[src/rtl/three_level_frame_priority_queue_core_assert.svh]
`ifndef THREE_LEVEL_FRAME_PRIORITY_QUEUE_CORE_ASSERT_SVH
`define THREE_LEVEL_FRAME_PRIORITY_QUEUE_CORE_ASSERT_SVH

// same-cycle implication, checked on clk_i outside of reset
`define TLFPQ_ASSERT_NOW(lbl, ante, cons, msg) \
  lbl: assert property (@(posedge clk_i) disable iff (!rst_ni) (ante) |-> (cons)) else $error(msg);

// next-cycle implication, checked on clk_i outside of reset
`define TLFPQ_ASSERT_NEXT(lbl, ante, cons, msg) \
  lbl: assert property (@(posedge clk_i) disable iff (!rst_ni) (ante) |=> (cons)) else $error(msg);

`endif

[src/rtl/tlfpq_pkg.sv]
package tlfpq_pkg;

  localparam int unsigned NUM_QUEUES  = 3;
  localparam int unsigned HANDLE_BITS = 8;
  localparam int unsigned LEN_BITS    = 24;
  localparam int unsigned BYTES_BITS  = 25;

  localparam logic REQ_SUBMIT = 1'b0;
  localparam logic REQ_REPORT = 1'b1;

  localparam logic [1:0] STATUS_OK      = 2'd0;
  localparam logic [1:0] STATUS_FULL    = 2'd1;
  localparam logic [1:0] STATUS_NO_HEAD = 2'd2;

  localparam logic [1:0] PRIO_HIGH = 2'd0;
  localparam logic [1:0] PRIO_MED  = 2'd1;
  localparam logic [1:0] PRIO_LOW  = 2'd2;
  localparam logic [1:0] LOCK_NONE = 2'd3;

  typedef enum logic [1:0] {
    ST_IDLE,
    ST_FILL,
    ST_RESP
  } state_e;

  typedef struct packed {
    logic                   req_type;
    logic [1:0]             priority_req;
    logic [HANDLE_BITS-1:0] frame_handle;
    logic [LEN_BITS-1:0]    payload_length;
    logic [BYTES_BITS-1:0]  bytes_written;
  } req_t;

  typedef struct packed {
    logic [1:0]             status;
    logic                   frame_finished;
    logic                   next_valid;
    logic [1:0]             next_priority;
    logic [HANDLE_BITS-1:0] next_handle;
    logic [BYTES_BITS-1:0]  next_offset;
    logic [BYTES_BITS-1:0]  next_remaining;
    logic                   data_pending;
  } rsp_t;

  typedef struct packed {
    logic [HANDLE_BITS-1:0] handle;
    logic [LEN_BITS-1:0]    len;
  } entry_t;

endpackage

[src/rtl/three_level_frame_priority_queue_core.sv]
// the result is registered in ST_RESP and marked by done_o; a report that completes a frame while its
// queue still holds another first passes through ST_FILL (next head read from frame ram)
// busy is high from acceptance until the result is registered, and no new request is taken meanwhile
// the receiver cannot stall: done_o marks each result for exactly one cycle
// reset: queues empty, no write lock, no result pending; the frame ram is not cleared
`include "three_level_frame_priority_queue_core_assert.svh"

module three_level_frame_priority_queue_core #(
  parameter int unsigned QUEUE_DEPTH  = 16,
  parameter int unsigned HEADER_BYTES = 9
) (
  input  logic             clk_i,
  input  logic             rst_ni,
  input  logic             start,
  output logic             busy,
  input  tlfpq_pkg::req_t  req_i,
  output logic             done_o,
  output tlfpq_pkg::rsp_t  rsp_o
);

  localparam int unsigned NQ        = tlfpq_pkg::NUM_QUEUES;
  localparam int unsigned PTR_W     = $clog2(QUEUE_DEPTH);
  localparam int unsigned CNT_W     = $clog2(QUEUE_DEPTH + 1);
  localparam int unsigned MEM_DEPTH = NQ * QUEUE_DEPTH;
  localparam int unsigned ADDR_W    = $clog2(MEM_DEPTH);
  localparam int unsigned SIZE_W    = tlfpq_pkg::BYTES_BITS;

  localparam logic [PTR_W-1:0]  PTR_LAST = PTR_W'(QUEUE_DEPTH - 1);
  localparam logic [PTR_W:0]    PTR_WRAP = (PTR_W + 1)'(QUEUE_DEPTH);
  localparam logic [CNT_W-1:0]  CNT_FULL = CNT_W'(QUEUE_DEPTH);
  localparam logic [SIZE_W-1:0] HDR      = SIZE_W'(HEADER_BYTES);

  tlfpq_pkg::state_e state_q, state_d;

  logic [PTR_W-1:0]  head_ptr_q [NQ];
  logic [CNT_W-1:0]  cnt_q      [NQ];
  logic [SIZE_W-1:0] written_q  [NQ];
  tlfpq_pkg::entry_t head_q     [NQ];
  logic [1:0]        lock_q;
  logic [1:0]        status_q;
  logic              finished_q;
  logic [1:0]        fill_q;
  logic              done_q;
  tlfpq_pkg::rsp_t   rsp_q, rsp_d;

  tlfpq_pkg::entry_t mem [MEM_DEPTH];
  tlfpq_pkg::entry_t rd_data_q;

  logic              accept;
  logic              is_submit;
  logic [NQ-1:0]     pri_oh;
  logic [CNT_W-1:0]  cnt_pri;
  logic [PTR_W-1:0]  head_pri;
  logic [ADDR_W-1:0] base_pri;
  logic [PTR_W:0]    tail_sum;
  logic [PTR_W-1:0]  tail;
  logic              sub_ok;
  logic              wr_en;
  logic [ADDR_W-1:0] wr_addr;
  tlfpq_pkg::entry_t wr_data;

  logic [NQ-1:0]     hit_oh;
  logic              hit_found;
  logic [1:0]        hit_idx;
  tlfpq_pkg::entry_t hit_entry;
  logic [SIZE_W-1:0] hit_written;
  logic [CNT_W-1:0]  hit_cnt;
  logic [PTR_W-1:0]  hit_head;
  logic [ADDR_W-1:0] hit_base;
  logic [SIZE_W:0]   wr_sum;
  logic [SIZE_W-1:0] hit_size;
  logic              complete;
  logic [PTR_W-1:0]  pop_head;
  logic [CNT_W-1:0]  pop_cnt;
  logic              rd_en;
  logic [ADDR_W-1:0] rd_addr;

  logic [NQ-1:0]     sel_oh;
  logic              sel_found;
  logic [1:0]        sel_idx;
  tlfpq_pkg::entry_t sel_entry;
  logic [SIZE_W-1:0] sel_written;
  logic [SIZE_W-1:0] sel_size;
  logic              pending;

  assign busy      = (state_q != tlfpq_pkg::ST_IDLE);
  assign accept    = start && !busy;
  assign is_submit = (req_i.req_type == tlfpq_pkg::REQ_SUBMIT);

  // submit path: tail slot of the requested queue
  always_comb begin
    pri_oh   = '0;
    cnt_pri  = '0;
    head_pri = '0;
    base_pri = '0;
    for (int q = 0; q < NQ; q++) begin
      pri_oh[q] = (req_i.priority_req == 2'(q));
      if (pri_oh[q]) begin
        cnt_pri  = cnt_q[q];
        head_pri = head_ptr_q[q];
        base_pri = ADDR_W'(q * QUEUE_DEPTH);
      end
    end
    sub_ok   = (pri_oh != '0) && (cnt_pri != CNT_FULL);
    // count is below depth here, so the low bits hold it whole
    tail_sum = {1'b0, head_pri} + {1'b0, cnt_pri[PTR_W-1:0]};
    tail     = (tail_sum >= PTR_WRAP) ? PTR_W'(tail_sum - PTR_WRAP) : tail_sum[PTR_W-1:0];
    wr_en    = accept && is_submit && sub_ok;
    wr_addr  = base_pri + ADDR_W'(tail);
    wr_data.handle = req_i.frame_handle;
    wr_data.len    = req_i.payload_length;
  end

  // report path: highest-priority head that matches the handle
  always_comb begin
    hit_oh      = '0;
    hit_found   = 1'b0;
    hit_idx     = tlfpq_pkg::LOCK_NONE;
    hit_entry   = '0;
    hit_written = '0;
    hit_cnt     = '0;
    hit_head    = '0;
    hit_base    = '0;
    for (int q = 0; q < NQ; q++) begin
      if (!hit_found && cnt_q[q] != '0 && head_q[q].handle == req_i.frame_handle) begin
        hit_oh[q]   = 1'b1;
        hit_found   = 1'b1;
        hit_idx     = 2'(q);
        hit_entry   = head_q[q];
        hit_written = written_q[q];
        hit_cnt     = cnt_q[q];
        hit_head    = head_ptr_q[q];
        hit_base    = ADDR_W'(q * QUEUE_DEPTH);
      end
    end
    wr_sum   = {1'b0, hit_written} + {1'b0, req_i.bytes_written};
    hit_size = {1'b0, hit_entry.len} + HDR;
    complete = (wr_sum >= {1'b0, hit_size});
    pop_head = (hit_head == PTR_LAST) ? '0 : hit_head + PTR_W'(1);
    pop_cnt  = hit_cnt - CNT_W'(1);
    rd_en    = accept && !is_submit && hit_found && complete && (pop_cnt != '0);
    rd_addr  = hit_base + ADDR_W'(pop_head);
  end

  // frame ram: one write port, one registered read port
  always_ff @(posedge clk_i) begin
    if (wr_en) begin
      mem[wr_addr] <= wr_data;
    end
    if (rd_en) begin
      rd_data_q <= mem[rd_addr];
    end
  end

  always_ff @(posedge clk_i or negedge rst_ni) begin
    if (!rst_ni) begin
      state_q <= tlfpq_pkg::ST_IDLE;
    end else begin
      state_q <= state_d;
    end
  end

  always_comb begin
    state_d = state_q;
    unique case (state_q)
      tlfpq_pkg::ST_IDLE: begin
        if (accept) begin
          state_d = rd_en ? tlfpq_pkg::ST_FILL : tlfpq_pkg::ST_RESP;
        end
      end
      tlfpq_pkg::ST_FILL: begin
        state_d = tlfpq_pkg::ST_RESP;
      end
      tlfpq_pkg::ST_RESP: begin
        state_d = tlfpq_pkg::ST_IDLE;
      end
      default: begin
        state_d = tlfpq_pkg::ST_IDLE;
      end
    endcase
  end

  always_ff @(posedge clk_i or negedge rst_ni) begin
    if (!rst_ni) begin
      for (int q = 0; q < NQ; q++) begin
        head_ptr_q[q] <= '0;
        cnt_q[q]      <= '0;
        written_q[q]  <= '0;
      end
      lock_q     <= tlfpq_pkg::LOCK_NONE;
      status_q   <= tlfpq_pkg::STATUS_OK;
      finished_q <= 1'b0;
      fill_q     <= tlfpq_pkg::PRIO_HIGH;
      done_q     <= 1'b0;
    end else begin
      done_q <= (state_q == tlfpq_pkg::ST_RESP);
      if (accept) begin
        if (is_submit) begin
          status_q   <= sub_ok ? tlfpq_pkg::STATUS_OK : tlfpq_pkg::STATUS_FULL;
          finished_q <= 1'b0;
          for (int q = 0; q < NQ; q++) begin
            if (sub_ok && pri_oh[q]) begin
              cnt_q[q] <= cnt_q[q] + CNT_W'(1);
            end
          end
        end else if (!hit_found) begin
          status_q   <= tlfpq_pkg::STATUS_NO_HEAD;
          finished_q <= 1'b0;
        end else begin
          status_q   <= tlfpq_pkg::STATUS_OK;
          fill_q     <= hit_idx;
          finished_q <= complete;
          if (complete) begin
            lock_q <= tlfpq_pkg::LOCK_NONE;
          end else begin
            lock_q <= hit_idx;
          end
          for (int q = 0; q < NQ; q++) begin
            if (hit_oh[q]) begin
              if (complete) begin
                written_q[q]  <= '0;
                head_ptr_q[q] <= pop_head;
                cnt_q[q]      <= pop_cnt;
              end else begin
                written_q[q] <= wr_sum[SIZE_W-1:0];
              end
            end
          end
        end
      end
    end
  end

  // head cache: loaded on submit into an empty queue or from ram after a pop
  always_ff @(posedge clk_i) begin
    for (int q = 0; q < NQ; q++) begin
      if (wr_en && pri_oh[q] && cnt_q[q] == '0) begin
        head_q[q] <= wr_data;
      end else if (state_q == tlfpq_pkg::ST_FILL && fill_q == 2'(q)) begin
        head_q[q] <= rd_data_q;
      end
    end
  end

  // result: locked queue head, else highest non-empty queue
  always_comb begin
    sel_oh      = '0;
    sel_found   = 1'b0;
    sel_idx     = tlfpq_pkg::PRIO_HIGH;
    sel_entry   = '0;
    sel_written = '0;
    pending     = 1'b0;
    for (int q = 0; q < NQ; q++) begin
      pending = pending || (cnt_q[q] != '0);
      if (lock_q != tlfpq_pkg::LOCK_NONE) begin
        sel_oh[q] = (lock_q == 2'(q)) && (cnt_q[q] != '0);
      end else begin
        sel_oh[q] = !sel_found && (cnt_q[q] != '0);
      end
      if (sel_oh[q]) begin
        sel_found   = 1'b1;
        sel_idx     = 2'(q);
        sel_entry   = head_q[q];
        sel_written = written_q[q];
      end
    end
    sel_size = {1'b0, sel_entry.len} + HDR;

    rsp_d.status         = status_q;
    rsp_d.frame_finished = finished_q;
    rsp_d.next_valid     = sel_found;
    rsp_d.next_priority  = sel_found ? sel_idx : tlfpq_pkg::PRIO_HIGH;
    rsp_d.next_handle    = sel_found ? sel_entry.handle : '0;
    rsp_d.next_offset    = sel_found ? sel_written : '0;
    rsp_d.next_remaining = (sel_found && sel_size > sel_written) ? sel_size - sel_written : '0;
    rsp_d.data_pending   = pending;
  end

  always_ff @(posedge clk_i) begin
    if (state_q == tlfpq_pkg::ST_RESP) begin
      rsp_q <= rsp_d;
    end
  end

  assign done_o = done_q;
  assign rsp_o  = rsp_q;

  `TLFPQ_ASSERT_NEXT(a_resp_strobes, state_q == tlfpq_pkg::ST_RESP, done_o, "result strobe missing after response cycle")
  `TLFPQ_ASSERT_NEXT(a_strobe_single, done_o, !done_o, "result strobe held longer than one cycle")
  `TLFPQ_ASSERT_NOW(a_cnt_bound, 1'b1, (cnt_q[0] <= CNT_FULL) && (cnt_q[1] <= CNT_FULL) && (cnt_q[2] <= CNT_FULL), "queue count beyond depth")
  `TLFPQ_ASSERT_NOW(a_lock_nonempty, lock_q != tlfpq_pkg::LOCK_NONE, (lock_q == tlfpq_pkg::PRIO_HIGH && cnt_q[0] != '0) || (lock_q == tlfpq_pkg::PRIO_MED && cnt_q[1] != '0) || (lock_q == tlfpq_pkg::PRIO_LOW && cnt_q[2] != '0), "write lock on an empty queue")
  `TLFPQ_ASSERT_NOW(a_valid_pending, done_o && rsp_o.next_valid, rsp_o.data_pending, "next frame named with no data pending")

endmodule
[config.mk]
export PLATFORM = sky130hd
export DESIGN_NAME = three_level_frame_priority_queue_core
export DESIGN_NICKNAME = d
export VERILOG_FILES = /design/src/rtl/tlfpq_pkg.sv /design/src/rtl/three_level_frame_priority_queue_core.sv
export VERILOG_INCLUDE_DIRS = /design/src /design/src/rtl
export SDC_FILE = /design/constraint.sdc
export NUM_CORES = 2
export LEC_CHECK = 0
export BUFFER_PORTS_ARGS = -buffer_cell sky130_fd_sc_hd__buf_2
export CORE_UTILIZATION = 45
export CTS_BUF_LIST = sky130_fd_sc_hd__clkbuf_4 sky130_fd_sc_hd__clkbuf_8
export DETAILED_ROUTE_END_ITERATION = 12
export GPL_TIMING_DRIVEN = 0
export PLACE_DENSITY_LB_ADDON = 0.2
export SLEW_MARGIN = 30
export SYNTH_ARGS = -nofsm -noshare
export SYNTH_HDL_FRONTEND = slang
export SYNTH_SLANG_ARGS = --single-unit
[constraint.sdc]
create_clock -name clk_i -period 10 [get_ports clk_i]
set_input_delay 1.5 -clock clk_i [delete_from_list [all_inputs] [get_ports clk_i]]
set_output_delay 1.5 -clock clk_i [all_outputs]
set_load 0.005 [all_outputs]
=== After elaboration in Yosys (flattened, before gate mapping) ===
Memory sizes are Yosys's and may differ from the RTL's. A register that Yosys moved wholly into a read port is not among the register bits.
Index checks and enable logic that the tools add are counted.

* Register bits: 177
* Memory bits (writable): 1632
* Output and inout port bits: 67
* Logic and storage cells: 225
* Memories kept: 2

* Add/subtract/negate cells: 13
* $lt $le $gt $ge: 3
* Equality and inequality tests: 20
* Multiplexer cells: 91
* Bitwise operators: 5
* Reductions and logical operators: 67

{| class="wikitable"
|+ Memory list
! memory !! words !! bits a word !! read ports !! clocked after memory_dff !! write ports !! line !! text
|-
| mem || 48 || 32 || 1 || 1 || 1 || three_level_frame_priority_queue_core.sv:46 || <nowiki>tlfpq_pkg::entry_t mem [MEM_DEPTH];</nowiki>
|-
| head_q || 3 || 32 || 3 || 0 || 1 || three_level_frame_priority_queue_core.sv:38 || <nowiki>tlfpq_pkg::entry_t head_q [NQ];</nowiki>
|}

{| class="wikitable"
|+ Operator list
! operator !! number
|-
| two-way mux 32 bit || 8
|-
| two-way mux 25 bit || 7
|-
| two-way mux 5 bit || 15
|-
| two-way mux 24 bit || 3
|-
| OR reduction 32 bit || 2
|-
| adder 24 x 4 -> 25 bit (second input constant) || 2
|-
| two-way mux 1 bit || 34
|-
| two-way mux 4 bit || 8
|-
| logical AND 1 bit || 31
|-
| two-way mux 15 bit || 2
|-
| AND reduction 5 bit || 6
|-
| adder 25 x 25 -> 26 bit || 1
|-
| greater-or-equal comparator 26 x 25 -> 1 bit || 1
|-
| > comparator 25 bit || 1
|-
| subtractor 25 bit || 1
|-
| equality test 8 bit || 3
|-
| two-way mux 2 bit || 11
|-
| nonzero test 5 bit || 4
|-
| adder 5 x 1 -> 5 bit (second input constant) || 3
|-
| logical NOT 5 bit || 3
|-
| adder 6 x 4 -> 6 bit || 2
|-
| two-way mux 6 bit || 2
|-
| AND reduction 4 bit || 3
|-
| != test 2 x 1 -> 1 bit (second input constant) || 5
|-
| other kinds (20) || 41
|}

=== Depth between registers and ports, before layout ===
An unclocked memory read counts as a cell.

* Depth after elaboration: 19
* Gate-level depth with buffers: 35
* Depth with buffers taken out: 29

=== Worst setup path after synthesis ===
Ideal clock, no wire load.

* Path type: input to register
* From: input port req_i[53] (netlist bit)
* To: register, netlist name rd_data_q[0]
* Library setup time: 461 ps
* Arrival: 9916 ps
* Data required time: 9539 ps
* Path slack: -377 ps
* Cell stages on the path: 32
* Cell sequence: buf_2 > xor2_1 > or4_4 > nor3_4 > buf_2 > buf_1 > buf_2 > buf_1 > a22oi_1 > o21ai_0 > ha_1 > inv_1 > fa_1 > nor2b_1 > o21ai_0 > a21oi_1 > o21ai_0 > a211oi_1 > nor2_1 > o311ai_0 > a211oi_1 > nor3_1 > inv_1 > ha_1 > o211ai_1 > a21oi_1 > nand2_1 > a21oi_1 > nor3_1 > clkbuf_1 > clkbuf_1 > nor3_1

* Longest elaborated chain between the ends: 15

{| class="wikitable"
|+ Ends and longest elaborated chain
! item !! line !! text
|-
| from (decl) || three_level_frame_priority_queue_core.sv:16 || <nowiki>input tlfpq_pkg::req_t req_i,</nowiki>
|-
| equality test 8 bit || three_level_frame_priority_queue_core.sv:125 || <nowiki>if (!hit_found && cnt_q[q] != '0 && head_q[q].handle == req_i.frame_handle) begin</nowiki>
|-
| logical AND 1 bit || three_level_frame_priority_queue_core.sv:125 ||
|-
| two-way mux 1 bit || three_level_frame_priority_queue_core.sv:125 ||
|-
| logical NOT 1 bit || three_level_frame_priority_queue_core.sv:125 ||
|-
| logical AND 1 bit (2 in series) || three_level_frame_priority_queue_core.sv:125 ||
|-
| two-way mux 1 bit || three_level_frame_priority_queue_core.sv:125 ||
|-
| logical NOT 1 bit || three_level_frame_priority_queue_core.sv:125 ||
|-
| logical AND 1 bit (2 in series) || three_level_frame_priority_queue_core.sv:125 ||
|-
| two-way mux 25 bit or two-way mux 24 bit (tied branches) || three_level_frame_priority_queue_core.sv:125 ||
|-
| adder 25 x 25 -> 26 bit or adder 24 x 4 -> 25 bit (tied branches) || three_level_frame_priority_queue_core.sv:136, three_level_frame_priority_queue_core.sv:137 ||
|-
| greater-or-equal comparator 26 x 25 -> 1 bit || three_level_frame_priority_queue_core.sv:138 || <nowiki>complete = (wr_sum >= {1'b0, hit_size});</nowiki>
|-
| logical AND 1 bit || three_level_frame_priority_queue_core.sv:141 || <nowiki>rd_en = accept && !is_submit && hit_found && complete && (pop_cnt != '0);</nowiki>
|-
| logical AND 1 bit (*) || three_level_frame_priority_queue_core.sv:141 ||
|-
| via rd_en || three_level_frame_priority_queue_core.sv:75 || <nowiki>logic rd_en;</nowiki>
|}

The timed path passes the listed nets; every way through them passes the cells marked *.
A chain may end at the register's enable or synchronous reset.

=== Worst setup path after layout ===
* From: input port req_i[52] (netlist bit)
* To: register, netlist name rd_data_q[2]

* Longest elaborated chain between the ends: 15

{| class="wikitable"
|+ Ends and longest elaborated chain
! item !! line
|-
| equality test 8 bit || three_level_frame_priority_queue_core.sv:125
|-
| logical AND 1 bit || three_level_frame_priority_queue_core.sv:125
|-
| two-way mux 1 bit || three_level_frame_priority_queue_core.sv:125
|-
| logical NOT 1 bit || three_level_frame_priority_queue_core.sv:125
|-
| logical AND 1 bit (2 in series) || three_level_frame_priority_queue_core.sv:125
|-
| two-way mux 1 bit || three_level_frame_priority_queue_core.sv:125
|-
| logical NOT 1 bit || three_level_frame_priority_queue_core.sv:125
|-
| logical AND 1 bit (2 in series) || three_level_frame_priority_queue_core.sv:125
|-
| two-way mux 25 bit or two-way mux 24 bit (tied branches) || three_level_frame_priority_queue_core.sv:125
|-
| adder 25 x 25 -> 26 bit or adder 24 x 4 -> 25 bit (tied branches) || three_level_frame_priority_queue_core.sv:136, three_level_frame_priority_queue_core.sv:137
|-
| greater-or-equal comparator 26 x 25 -> 1 bit || three_level_frame_priority_queue_core.sv:138
|-
| logical AND 1 bit || three_level_frame_priority_queue_core.sv:141
|-
| logical AND 1 bit (*) || three_level_frame_priority_queue_core.sv:141
|-
| via rd_en || three_level_frame_priority_queue_core.sv:75
|}

Marked as above.

==> run summary <==
The flow ran to the end, and the final reports show no timing, DRC or antenna violations. The post-synthesis to final-layout area growth came out at 16.3%. For this design the total switching power over the nets is 3.70 mW. The maximum number of pins on one net before global-route repair is 72. Summed over all layers, the global routing overflow is 0. The met2 track utilization from global routing is around 43%. The worst-margin pin slew came out at 1.15 ns.

The buffer depth of the longest clock path came out at 4. The max-slew violation total from the final report is 0. The worst supply voltage drop on vdd came out at between 150 and 200 uV. The share of post-route cells with drive strength above 1 came out at 24.3%.

The total iterations of the first detailed-routing run came out at 8. The critical path's slowest cell is or4b_2. The tree is rooted in a clkbuf_8. The met1 layer usage reported by global route is about 37%.

The TritonCTS clock tree is built. The sequential element share of the synthesized area is 70.0%. Setup violations remaining at the end of the flow were counted as 0. Counting every sink on the clock net gives between 1,500 and 2,000. STA puts the critical path data arrival time at 10.55 ns. Setup slack on the critical path of the routed design comes to 0.211 ns. The highest clock rate came out at 102 MHz. The fraction of registers with async set or reset after synthesis came out at 6.08%. The routing layer with the top usage in global route is met2. The starting utilization of the core area is 45.4%. The region available for standard cell placement spans 172,000 um2. The worst hold slack after final layout came out at 0.396 ns.

In this run the register-to-register setup slack is 0.69 ns. The post-synthesis average cell area is 16.5 um2. The delay of the slowest cell on the worst path came out at 0.62 ns. The hold violation count in the final report is 0. The combinational group share of total power is 5.9%. The total track usage is 27.2%. The required time of the worst setup path is approximately 11 ns. The H-tree level count is 5. The final critical-path required period is 9.79 ns.

The number of distinct library cells after synthesis is 91. The pre-CTS worst setup slack is -3.06 ns. The later pin in the worst-skew pair is clocked with a latency of 1.07 ns.

The number of cells on the worst reg-to-reg path is 29. In the routed design, unresolved DRC markers number 0. The number of nets in the synthesized netlist is ~5,000.

STA classifies the critical path startpoint as a primary input. The number of instances in the synthesized netlist is approximately 4,800. Setup repair after global routing left no endpoint under its margin. The final layout contains 5,476 nets. The wire length of the first global-routing pass is 338,000 um. The final clock period utilization by the worst path came out at 97.9%. The via count of the first global-routing pass was 46,400. The critical path start-end classification is in2reg. The boundary pin count is 130.

In this run, CTS created clock tree buffers numbering about 320. The count of state elements after synthesis is about 1,800. For met3 alone, demand over resource in global routing was 4.46%. The count of nets left with antenna violations after detail routing is 0.

Input and output buffers added on the ports amount to 128. The startpoint of the worst register-to-register path is cnt_q[5]. The part of the total power dissipated in sequential elements is between 50% and 60%.

Among the stages of the critical path, the cell type that occurs most often is clkbuf_2. Clock-pin slew was measured on the worst setup and hold paths at roughly 0.060 ns. The max-capacitance violation count came out at 0. The switching part of the total power is between 20% and 30%. The clock network burns 40.7% of the power. In the final routed layout, each cell accounts on average for 30.4 um. The mapped netlist covers slightly below 80,000 um2. Measured against its own limit, the worst slew margin works out to 22.2%. In this run the worst setup path begins at req_i[52].

The via count came out at 47,200. STA classifies the critical path endpoint as a flop. The violation count after the first detailed-route iteration came out at 5,704. The number of filler cells placed in the layout came out at about 14,000. The die is 419 um tall.

The total of warnings raised by yosys came out at 0. The worst hold path belongs to the class in2async. The final wirelength is 239,000 um. The number of synthesized flops with an enable pin is 1,729.

For this design the static power due to leakage is 29.8 nW. The total power is 16.1 mW. In the synthesized netlist the dominant register cell turns out to be edfxtp_1.

The die outline area is between 150,000 and 200,000 um2. Using the TritonRoute via totals, the vias-per-cell ratio works out to 6.01. The power per unit of standard cell area is about 180 nW/um2. The number of antenna violations at the first check in global routing was 12.

The half-perimeter wire length after placement is 166,000 um. The worst clock skew came out at 0.0992 ns. The width of the die is approximately 420 um. The internal power component came out at 12.3 mW. The maximum fanout encountered on the critical timing path came out at 49. The final RePlAce weighted congestion came out at 0.943. The number of rows in the core area is 152.
==> cells in the final DEF (no fill, tap or decap), types with 42 or more instances in the layout <==
cell type  count
a21oi_1       87
edfxtp_1    1729
and3_1        49
nand3_1       51
clkbuf_8     330
mux2i_1      239
dfrtp_1      110
nand2b_1      70
buf_4         42
clkinv_1      72
a211oi_1      65
nor2_1       162
inv_1         96
nor2_4        48
nor2b_1       57
ha_1          95
o211ai_1     150
o21ai_0      145
buf_2        145
buf_16        78
mux2_2       200
clkbuf_4     115
mux4_2       219
nand2_1      244
clkbuf_1     160
xnor2_1       51
a222oi_1      47
nor3_1        58
xor2_1        56
==> flip-flops by register name, summed over array words and instances (netlist names) <==
| signal | cells |
|---|---|
| finished_q | 1 |
| fill_q | 2 |
| status_q | 2 |
| written_q | 75 |
| rd_data_q | 32 |
| mem | 1536 |
| state_q | 2 |
| rsp_o | 65 |
| cnt_q | 15 |
| head_q | 96 |
| lock_q | 2 |
| head_ptr_q | 12 |
| done_o | 1 |
==> worst max-delay path, delay by kind of cell <==
family	cells	cell delay (ns)
buf+inv	9	2.95
simple gates	10	2.61
compound gates	8	2.28
fa+ha+maj	2	0.68
xor+xnor	1	0.38
==> logic make-up (layout without fill, tap and decap cells) <==
group           after synthesis  after routing  synth area share [%]
compound gates              807            807                  7.40
mux                         658            658                  12.3
buf+inv                     367           1156                  2.07
other cells                   0              4                     0
xor+xnor                    108            108                  1.21
fa+ha+maj                    98             98                  1.60
simple gates                871            871                  5.46
flops                      1841           1841                  70.0
==> layer usage <==
layer  wire length, um  vias up
met2            112000     2437
li1                  -    20200
met5                80        -
met1             95600    24000
met3             19900      514
met4             11400       14
==> Yosys cell counts, drive strengths merged (58+ instances only) <==
cell / n / area, um2
a21oi: 88 / 440
inv: 97 / 364
dfrtp: 110 / 2750
ha: 95 / 1190
mux2: 200 / 2250
clkbuf: 180 / 677
o211ai: 151 / 1140
edfxtp: 1729 / 51900
nor2b: 58 / 363
nor3: 63 / 332
nand2: 244 / 916
buf: 90 / 579
nand2b: 70 / 438
a211oi: 67 / 508
mux4: 219 / 4930
o21ai: 152 / 761
mux2i: 239 / 2390
nor2: 213 / 800
==> metrics by stage <==
stage                     utilization, %  instances  instance area, um2  setup TNS, ns
after CTS                           52.7       7844               90700              0
after global routing                52.8       7852               90900              0
after floorplan                        -       4750               78200              0
after global placement              47.5       7188               81700        -392.75
final                               52.8       7853               90900              0
after detailed placement            49.3       7300               84800        -341.19
==> layout make-up <==
| cell class | count | area [um2] | share of cell area, % |
|---|---|---|---|
| clock inverters | 102 | 504 | 0.555 |
| plain buffers | 266 | 1270 | 1.40 |
| inverters | 97 | 364 | 0.401 |
| diodes | 4 | 10.0 | 0.0110 |
| multi-input cells | 2542 | 22400 | 24.6 |
| repair buffers | 246 | 3330 | 3.67 |
| flip-flops and latches | 1841 | 54700 | 60.2 |
| well taps | 2310 | 2890 | 3.18 |
| clock buffers | 445 | 5410 | 5.95 |
==> power by group through the flow <==
stage | clock, mW | combinational, mW | sequential [mW]
2_1_floorplan | 0 | 0.496 | 8.72
3_3_place_gp | 0 | 0.884 | 8.74
3_5_place_dp | 0 | 0.937 | 8.73
4_1_cts | 6.62 | 0.943 | 8.57
5_1_grt | 6.94 | 1.03 | 8.57
6_report | 6.53 | 0.952 | 8.57
==> timing repair <==
| item | CTS | global route |
|---|---|---|
| setup buffers | 0 | 4 |
| gates resized for setup | 21 | 10 |
| pin swaps | 0 | 2 |
| hold buffers | 0 | 0 |
| endpoints found under the setup margin | 139 | 100 |
| endpoints found under the hold margin | 0 | 0 |
==> final timing paths <==
check | end
setup / recovery | rd_data_q[2]
hold / removal | written_q[67]
setup reg to reg | rd_data_q[2]
hold reg to reg | rsp_o[63]
max in group asynchronous | done_o
min in group clk_i | rsp_o[63]
Note: power is estimated with default switching activity, not from simulation.
